File: src/rtl/cross_stencil_star_counter_unit_macros.svh
// Assertion macros for the cross stencil star counter.
`ifndef CROSS_STENCIL_STAR_COUNTER_UNIT_MACROS_SVH
`define CROSS_STENCIL_STAR_COUNTER_UNIT_MACROS_SVH

`ifndef SYNTHESIS

// Consequent holds in the same cycle as the antecedent.
`define CSC_ASSERT_SAME(label, pre, post, msg) \
	label: assert property (@(posedge clk) disable iff (!arst_n) (pre) |-> (post)) \
		else $error(msg);

// Consequent holds in the cycle after the antecedent.
`define CSC_ASSERT_NEXT(label, pre, post, msg) \
	label: assert property (@(posedge clk) disable iff (!arst_n) (pre) |=> (post)) \
		else $error(msg);

`else

`define CSC_ASSERT_SAME(label, pre, post, msg)
`define CSC_ASSERT_NEXT(label, pre, post, msg)

`endif

`endif

File: src/rtl/csc_pkg.sv
// Shared constants and types of the cross stencil star counter.
package csc_pkg;

	localparam int FRAME_WIDTH  = 64;
	localparam int FRAME_HEIGHT = 64;

	localparam int PIXEL_W  = 8;
	localparam int THRESH_W = 11;
	localparam int SUM_W    = 11;
	localparam int COUNT_W  = 12;
	localparam int COL_W    = $clog2(FRAME_WIDTH);
	localparam int ROW_W    = $clog2(FRAME_HEIGHT);

	// the line chain holds the two previous rows
	localparam int CHAIN_LEN = 2 * FRAME_WIDTH;
	// taps, counted as items back minus one
	localparam int TAP_RIGHT  = FRAME_WIDTH - 2;
	localparam int TAP_CENTRE = FRAME_WIDTH - 1;
	localparam int TAP_LEFT   = FRAME_WIDTH;
	localparam int TAP_ABOVE  = 2 * FRAME_WIDTH - 1;

	localparam int ADDR_W = 3;
	localparam int DATA_W = 32;

	// register index, taken from paddr[2]
	localparam logic REG_THRESH = 1'b0;

	typedef logic [PIXEL_W-1:0]  pixel_t;
	typedef logic [THRESH_W-1:0] thresh_t;
	typedef logic [SUM_W-1:0]    sum_t;
	typedef logic [COUNT_W-1:0]  count_t;
	typedef logic [COL_W-1:0]    col_t;
	typedef logic [ROW_W-1:0]    row_t;

	localparam thresh_t THRESH_RESET = thresh_t'(30);
	localparam count_t  COUNT_MAX    = '1;

	// neighborhood seen by the stencil when the current pixel arrives
	typedef struct packed {
		pixel_t left;
		pixel_t centre;
		pixel_t right;
		pixel_t above;
	} taps_t;

endpackage

File: src/rtl/csc_cell.sv
// One pixel cell of the line chain: loads its neighbor's pixel on each item.
module csc_cell (
	input  logic            clk,
	input  logic            shift_en,
	input  csc_pkg::pixel_t din,
	output csc_pkg::pixel_t dout
);
	import csc_pkg::*;

	pixel_t pix_q;

	always_ff @(posedge clk) begin
		if (shift_en) begin
			pix_q <= din;
		end
	end

	assign dout = pix_q;

endmodule

File: src/rtl/csc_line_chain.sv
// Chain of pixel cells spanning two rows, with the stencil taps.
module csc_line_chain (
	input  logic            clk,
	input  logic            shift_en,
	input  csc_pkg::pixel_t pixel,
	output csc_pkg::taps_t  taps
);
	import csc_pkg::*;

	pixel_t chain [CHAIN_LEN];

	generate
		for (genvar k = 0; k < CHAIN_LEN; k++) begin : g_cell
			if (k == 0) begin : g_head
				csc_cell u_cell (
					.clk      (clk),
					.shift_en (shift_en),
					.din      (pixel),
					.dout     (chain[k])
				);
			end else begin : g_body
				csc_cell u_cell (
					.clk      (clk),
					.shift_en (shift_en),
					.din      (chain[k-1]),
					.dout     (chain[k])
				);
			end
		end
	endgenerate

	// cell k holds the pixel k+1 items back
	assign taps.left   = chain[TAP_LEFT];
	assign taps.centre = chain[TAP_CENTRE];
	assign taps.right  = chain[TAP_RIGHT];
	assign taps.above  = chain[TAP_ABOVE];

endmodule

File: src/rtl/cross_stencil_star_counter_unit.sv
// Top level of the cross stencil star counter.
`include "cross_stencil_star_counter_unit_macros.svh"

// Takes one pixel per clock in raster order over a FRAME_WIDTH x FRAME_HEIGHT
// frame. When a pixel arrives, the cross centered one row above it is
// complete; its five-point sum is formed and compared with thresh_q in
// that same cycle, and the star count is updated at the accepting edge. Two
// rows of history live in a chain of 2*FRAME_WIDTH pixel cells that shifts
// once per item. The count (saturating at 4095) is presented on the result
// register when the frame's last pixel is accepted and cleared for the next
// frame. Sustained rate is one pixel per clock; pixel_ready drops only while
// the last pixel of a frame waits behind an untaken count. Pixel history is
// not cleared at reset; crosses are tested only from the third row on.
module cross_stencil_star_counter_unit (
	input  logic                        clk,
	input  logic                        arst_n,
	// pixel channel
	input  logic                        pixel_valid,
	output logic                        pixel_ready,
	input  csc_pkg::pixel_t             pixel,
	// star count channel
	output logic                        star_valid,
	input  logic                        star_ready,
	output csc_pkg::count_t             star_count,
	// register port
	input  logic                        psel,
	input  logic                        penable,
	input  logic                        pwrite,
	input  logic [csc_pkg::ADDR_W-1:0]  paddr,
	input  logic [csc_pkg::DATA_W-1:0]  pwdata,
	output logic [csc_pkg::DATA_W-1:0]  prdata,
	output logic                        pready
);
	import csc_pkg::*;

	thresh_t thresh_q;
	col_t    col_q;
	row_t    row_q;
	count_t  count_q;
	count_t  star_count_q;
	logic    star_valid_q;

	taps_t   taps;
	sum_t    cross_sum;
	logic    accept;
	logic    col_last;
	logic    row_last;
	logic    frame_last;
	logic    test_en;
	logic    hit;

	// register port
	assign pready = 1'b1;
	assign prdata = (paddr[2] == REG_THRESH) ? DATA_W'(thresh_q) : '0;

	always_ff @(posedge clk or negedge arst_n) begin
		if (!arst_n) begin
			thresh_q <= THRESH_RESET;
		end else if (psel && penable && pwrite && paddr[2] == REG_THRESH) begin
			thresh_q <= pwdata[THRESH_W-1:0];
		end
	end

	// position and handshake
	assign col_last    = (col_q == col_t'(FRAME_WIDTH - 1));
	assign row_last    = (row_q == row_t'(FRAME_HEIGHT - 1));
	assign frame_last  = col_last && row_last;
	assign pixel_ready = !(star_valid_q && !star_ready && frame_last);
	assign accept      = pixel_valid && pixel_ready;

	csc_line_chain u_chain (
		.clk      (clk),
		.shift_en (accept),
		.pixel    (pixel),
		.taps     (taps)
	);

	assign test_en   = (row_q >= row_t'(2)) && (col_q != '0) && !col_last;
	assign cross_sum = sum_t'(taps.left) + sum_t'(taps.centre) + sum_t'(taps.right)
		+ sum_t'(taps.above) + sum_t'(pixel);
	assign hit       = test_en && (cross_sum > thresh_q);

	always_ff @(posedge clk or negedge arst_n) begin
		if (!arst_n) begin
			col_q   <= '0;
			row_q   <= '0;
			count_q <= '0;
		end else if (accept) begin
			if (col_last) begin
				col_q <= '0;
				row_q <= row_last ? '0 : row_q + row_t'(1);
			end else begin
				col_q <= col_q + col_t'(1);
			end
			if (frame_last) begin
				count_q <= '0;
			end else if (hit && count_q != COUNT_MAX) begin
				count_q <= count_q + count_t'(1);
			end
		end
	end

	// result register; the last column never tests a cross, so count_q is final
	always_ff @(posedge clk or negedge arst_n) begin
		if (!arst_n) begin
			star_valid_q <= 1'b0;
		end else if (accept && frame_last) begin
			star_valid_q <= 1'b1;
		end else if (star_ready) begin
			star_valid_q <= 1'b0;
		end
	end

	always_ff @(posedge clk) begin
		if (accept && frame_last) begin
			star_count_q <= count_q;
		end
	end

	assign star_valid = star_valid_q;
	assign star_count = star_count_q;

	`CSC_ASSERT_SAME(a_col_range, 1'b1, col_q <= col_t'(FRAME_WIDTH - 1), "column index out of range")
	`CSC_ASSERT_SAME(a_stall_cause, !pixel_ready, star_valid_q && frame_last, "pixel stall without pending count")
	`CSC_ASSERT_NEXT(a_frame_result, accept && frame_last, star_valid_q && count_q == '0, "frame end did not post count")
	`CSC_ASSERT_NEXT(a_count_hold, !accept, $stable(count_q) && $stable(col_q), "count or column moved without an item")

endmodule

File: config.mk
export PLATFORM = sky130hd
export DESIGN_NAME = cross_stencil_star_counter_unit
export DESIGN_NICKNAME = d
export VERILOG_FILES = /design/src/rtl/csc_pkg.sv /design/src/rtl/csc_cell.sv /design/src/rtl/csc_line_chain.sv /design/src/rtl/cross_stencil_star_counter_unit.sv
export VERILOG_INCLUDE_DIRS = /design/src /design/src/rtl
export SDC_FILE = /design/constraint.sdc
export NUM_CORES = 1
export LEC_CHECK = 0
export ABC_AREA = 0
export ABC_CLOCK_PERIOD_IN_PS = 87700
export BUFFER_PORTS_ARGS = -buffer_cell sky130_fd_sc_hd__buf_2
export CAP_MARGIN = 20
export CORE_MARGIN = 2
export CORE_UTILIZATION = 65
export DETAILED_ROUTE_END_ITERATION = 12
export PLACE_DENSITY_LB_ADDON = 0.12
export SLEW_MARGIN = 30
export SYNTH_ARGS = -nofsm -noshare
export SYNTH_HDL_FRONTEND = slang
export SYNTH_SLANG_ARGS = --single-unit
File: constraint.sdc
create_clock -name clk -period 87.7 [get_ports clk]
set_input_delay 8.77 -clock clk [delete_from_list [all_inputs] [get_ports clk]]
set_output_delay 8.77 -clock clk [all_outputs]
set_load 0.03 [all_outputs]
# --- Word-level counts from Yosys, hierarchy flattened ---
# Cells that the tools add are included.
classes:
  bitwise_logic: 1
  div: 0
  mux: 7
  n_reduce_logical: 20
  mul: 0
  n_addsub: 7
  n_shift: 0
  n_lt_le_gt_ge: 2
  n_eq_ne: 3
op_table:
  columns: ["op", "n"]
  rows:
  - ["two-way mux 12 bit", 2]
  - ["adder 12 x 1 -> 12 bit, second input constant", 1]
  - ["adder 6 x 1 -> 6 bit, second input constant", 2]
  - ["== test 6 bit, second input constant", 2]
  - ["logical AND 1 bit", 12]
  - ["two-way mux 6 bit", 2]
  - ["inequality test 12 bit, second input constant", 1]
  - ["adder 10 x 8 -> 11 bit", 1]
  - ["adder 11 x 8 -> 11 bit", 1]
  - ["greater-than comparator 11 bit", 1]
  - ["two-way mux 11 bit", 1]
  - ["adder 9 x 8 -> 10 bit", 1]
  - ["adder 8 x 8 -> 9 bit", 1]
  - [">= comparator 6 x 2 -> 1 bit, second input constant", 1]
  - ["nonzero test 6 bit", 1]
  - ["AND reduction 2 bit", 2]
  - ["nonzero test 2 bit", 2]
  - ["zero test 1 bit", 3]
  - ["two-way mux 1 bit", 2]
  - ["inverter 1 bit", 1]
word_totals:
  ramBits: 0
  rom_bits: 0
  wordCells: 174
  out_inout_bits: 47
  n_memories: 0
  reg_bits: 1072
  latch_bits: 0
  input_bits: 50

# --- Logic depth before layout (Yosys ltp) ---
logic_depth:
  depth_word: 9
  ltp_mapped: 20
  ltp_nobuf: 19

# --- Cells and area by module ---
# Synthesis repeated with hierarchy kept, for this count alone.
unflattened:
  cells_unflattened: 1410
  area_unflattened_um2: 34390.5
by_module_without_submodules:
  columns: ["module", "cells_each", "area_each_um2", "seq_area_each_um2", "n_inst"]
  rows:
  - ["csc_cell", 8, 240.2, 240.2, 128]
  - ["cross_stencil_star_counter_unit", 386, 3641.0, 1266.2, 1]

# --- Worst setup path before layout ---
# OpenSTA, ideal clock, no wires.
synth_timing:
  path_type: "in2reg"
  from: "input star_ready"
  to: "register col_q[4]"
  setup_slack_ns: 49.159
  cell_stages: 4
  setup_ns: 0.179
  arrival_time_ns: 38.362
  t_required_ns: 87.521
  path_buffers: 0
  path_cell_list: "nor2b_1 > a21oi_2 > nand4_1 > xnor2_1"
synth_via:
  elab_chain_cells: 5
synth_lines:
  columns: ["item", "line_no", "text"]
  rows:
  - ["start, declared", "cross_stencil_star_counter_unit.sv:23", "input logic star_ready,"]
  - ["zero test 1 bit", "cross_stencil_star_counter_unit.sv:68", "assign pixel_ready = !(star_valid_q && !star_ready && frame_last);"]
  - ["logical AND 1 bit (2 in series)", "cross_stencil_star_counter_unit.sv:68", null]
  - ["zero test 1 bit", "cross_stencil_star_counter_unit.sv:68", null]
  - ["logical AND 1 bit", "cross_stencil_star_counter_unit.sv:69", "assign accept = pixel_valid && pixel_ready;"]
  - ["via accept", "cross_stencil_star_counter_unit.sv:45", "logic accept;"]
  - ["end signal, assigned", "cross_stencil_star_counter_unit.sv:93", "col_q <= col_q + col_t'(1);"]
  - ["end, declared", "cross_stencil_star_counter_unit.sv:37", "col_t col_q;"]
# The timed path passes the listed nets, and every way through them passes these cells.
# A chain may end at the register's enable or synchronous reset.

# --- Worst setup path in the final report ---
layout_timing:
  from: "input star_ready"
  to: "output pixel_ready"
layout_via:
  elab_chain_cells: 4
layout_lines:
  columns: ["item", "line_no", "text"]
  rows:
  - ["zero test 1 bit", "cross_stencil_star_counter_unit.sv:68", null]
  - ["logical AND 1 bit (2 in series)", "cross_stencil_star_counter_unit.sv:68", null]
  - ["zero test 1 bit", "cross_stencil_star_counter_unit.sv:68", null]
  - ["end, declared", "cross_stencil_star_counter_unit.sv:19", "output logic pixel_ready,"]
# No other way between the ends.

==> results.py <==
metrics = {
    "run_status": {
        "outcome": "completed",
    },
    "floorplan": {
        "dieArea_um2": 54900,
        "io_pins": 97,
        "die_w_um": 234,
        "num_rows": 84,
        "start_util_pct": 65.7,
        "die_h_um": 234,
        "core_um2": 52600,
    },
    "route": {
        "via_per_inst": 5.32,
        "ant_nets": 0,
        "first_iter_violations": 1261,
        "vias": 12441,
        "routedWlPerCell_um": 19.1,
        "drc": 0,
        "totalWireLength_um": 44600,
        "dr.pass1.iters": 5,
    },
    "critical_path": {
        "path_buf_inv": 2,
        "reg2reg_from": "u_chain.g_cell[127].g_body.u_cell.dout[1]$_DFFE_PP_",
        "start_kind": "primary input",
        "path_class": "in -> out",
        "critPathRequiredTime_ns": 78.93,
        "worst_setup_path_startpoint": "star_ready",
        "cp_slowest_cell": "nor2b_1",
        "worstPathCellList": "buf_2, nor2b_1, nand2_1, buf_2",
        "ff2ff_setup_slack_ns": 81.84,
        "worstPathMaxFanout": 2,
        "crit_path_end_kind": "output port",
        "crit_family": "simple AND/OR/NAND/NOR gates",
        "cp_slowest_stage_delay_ns": 0.27,
        "cp.arrival_ns": 9.42,
        "crit_top_cell": "buf_2",
    },
    "synthesis": {
        "ys_async_sr_fraction_pct": 3.36,
        "synth_compound_gate_area_share_pct": 0.896,
        "ys_types": 51,
        "synth_top_cells_by_area": "edfxtp_1, dfrtp_1, fa_1",
        "yosysTopAreaCell": "edfxtp_1",
        "synth-seq-cells": 1072,
        "synth_adder_area_share_pct": 2.31,
        "synthMuxAreaShare_pct": 0.624,
        "syn_inst": 1413,
        "synth-simple-area-share_pct": 1.57,
        "post_synth.cell_area_avg_um2": 24.4,
        "ys_seq_area_share_pct": 92.8,
        "synth_top_family_by_area": "adder cells",
        "synth_edf_count": 1036,
        "synth.top_cell.area_share_pct": 90.2,
        "mappedNetlistArea_um2": 34500,
        "synthXorXnorAreaFrac_pct": 0.305,
        "ys.flop_type": "edfxtp_1",
        "yosys_warnings": 0,
    },
    "sta": {
        "max-slew-margin-rel_pct": 37.8,
        "rsz0062_at_grt": "no",
        "period_minus_slack_ns": 18.19,
        "fmax_mhz": 55.0,
        "fin_skew_ns": 0.0222,
        "worst_pin_slew_ns": 0.933,
        "fin_ws_ns": 69.51,
        "setup_viol_count_final": 0,
        "finalSetupTns_ns": 0,
        "report.final.slew_viol_count": 0,
        "final_hold_viol_count": 0,
        "finalCritPeriodShare_pct": 20.7,
    },
    "cells_and_area": {
        "syn_to_final_growth_pct": 12.6,
        "fillCellCount": 2881,
        "multi_input_area_um2": 2060,
        "layout_commonest_cell": "edfxtp_1",
        "layout-drive-gt1-share_pct": 14.4,
        "nets": 1668,
        "final_cell_mix": "edfxtp_1, clkbuf_16, inv_1",
        "seqCellArea_um2": 32000,
    },
    "clocking": {
        "clock_sinks": 1072,
        "post_cts_resized": 0,
        "cts_buffers": 97,
        "post_cts_buffers": 0,
        "htreeDepth": 3,
        "cts_hold_buf": 0,
        "clkLatencyLatePin_ns": 0.64,
        "clock_tree.root_cell": "clkbuf_16",
        "clkSlewWorstSetupHoldPaths_ns": 0.07,
        "clock_path_buffers": 3,
        "tritoncts": "done",
    },
    "grt": {
        "grt_pass1_wl_um": 68000,
        "overflow": 0,
        "antenna_found_initial": 1,
        "grt_pass1_vias": 12396,
        "grt_use_total_pct": 16.6,
        "grt_max_degree": 209,
    },
    "pwr": {
        "powerDensity_nw_per_um2": 28.1,
        "power_uw": 1090,
        "vdd_drop_max_uv": 22.0,
        "leakage_uw": 0.0138,
    },
    "placement": {
        "pre_cts_ws_ns": 69.49,
        "hpwl_um": 20300,
        "io_buffers": 51,
        "place.gp.congestion": 0.737,
    },
    "run": {
        "max_cap_violations": 0,
    },
    "hold_path": {
        "min_path_type": "reg -> reg",
        "min-delay-start": "u_chain.g_cell[95].g_body.u_cell.dout[6]$_DFFE_PP_",
    },
}
worst paths after layout:
check,to,depth (start not counted)
min in group asynchronous,thresh_q[0]$_DFFE_PN0P_,1
hold / removal,u_chain.g_cell[96].g_body.u_cell.dout[6]$_DFFE_PP_,0
setup reg to reg,count_q[2]$_DFFE_PN0P_,18
max in group asynchronous,count_q[2]$_DFFE_PN0P_,1
hold reg to reg,u_chain.g_cell[96].g_body.u_cell.dout[6]$_DFFE_PP_,0
setup / recovery,pixel_ready,4
per-layer routing:
metal	global-route usage, %	up-vias	routed length (µm)
li1	-	5735	-
met1	26.0	6369	21400
met2	23.6	260	20200
met3	3.88	75	2050
met4	5.42	2	908
met5	0	-	13
per-stage QoR:
| step | hold slack, ns | instance area [µm²] | std cells | utilization, % |
|---|---|---|---|---|
| 4_1_cts | 0.404 | 38800 | 2335 | 73.9 |
| 2_1_floorplan | 0.400 | 34600 | 1433 | - |
| 3_5_place_dp | 0.405 | 35600 | 2156 | 67.8 |
| 5_1_grt | 0.418 | 38900 | 2336 | 74.0 |
| 3_3_place_gp | 0.403 | 35600 | 2156 | 67.8 |
| 6_report | 0.408 | 38900 | 2337 | 74.0 |
logic make-up (layout without fill, tap and decap cells):
group                    count (synthesis)  after routing
multiplexers                            20             20
other                                    2             23
AO/OA/AOI/OAI                           42             42
AND/OR/NAND/NOR                        101            101
adder cells (fa/ha/maj)                 50             50
flip-flops                            1072           1072
buffers and inverters                  114            329
XOR/XNOR                                12             12
area by class of cell:
class	count	share of cell area, %
Antenna cell	1	0.00644
Inverter	88	0.850
Timing Repair Buffer	62	1.04
Clock buffer	117	6.62
Clock inverter	62	1.59
Sequential cell	1072	82.4
Tap cell	688	2.21
Multi-Input combinational cell	247	5.30
worst reg2reg max path: cells and delay by family, from the launching register on:
| family | cells | cell delay, ns |
|---|---|---|
| xor gates and xnor gates | 1 | 0.15 |
| and+or+nand+nor | 1 | 0.16 |
| DFF | 1 | 0.45 |
| buffers and inverters | 2 | 0.18 |
| adders and majority gates | 6 | 2.40 |
| AOI/OAI and AO/OA | 8 | 2.39 |
flip-flops by register name, indices dropped and copies added (netlist names):
name                               cells
col_q                                  6
count_q                               12
row_q                                  6
star_count                            12
star_valid                             1
thresh_q                              11
u_chain.g_cell.g_body.u_cell.dout   1016
u_chain.g_cell.g_head.u_cell.dout      8
synthesized netlist by cell type (4+ instances only):
cell / number
fa_1: 23
xnor2_1: 9
nand3_1: 9
a21oi_1: 9
nor2_1: 21
o21ai_0: 7
nand4_1: 5
mux2i_1: 8
inv_1: 87
buf_4: 23
mux2_2: 12
dfstp_2: 4
and3_1: 4
dfrtp_1: 32
nand2_1: 30
edfxtp_1: 1036
ha_1: 27
nor3_1: 7
power by group:
part	leakage (µW)	switching [µW]	internal, µW	total [µW]
clock network	0.00157	176	240	416
registers	0.0106	13.0	597	610
logic	0.00162	42.5	23.4	65.9
total	0.0138	232	860	1090
Note: power is estimated with default switching activity, not from simulation.
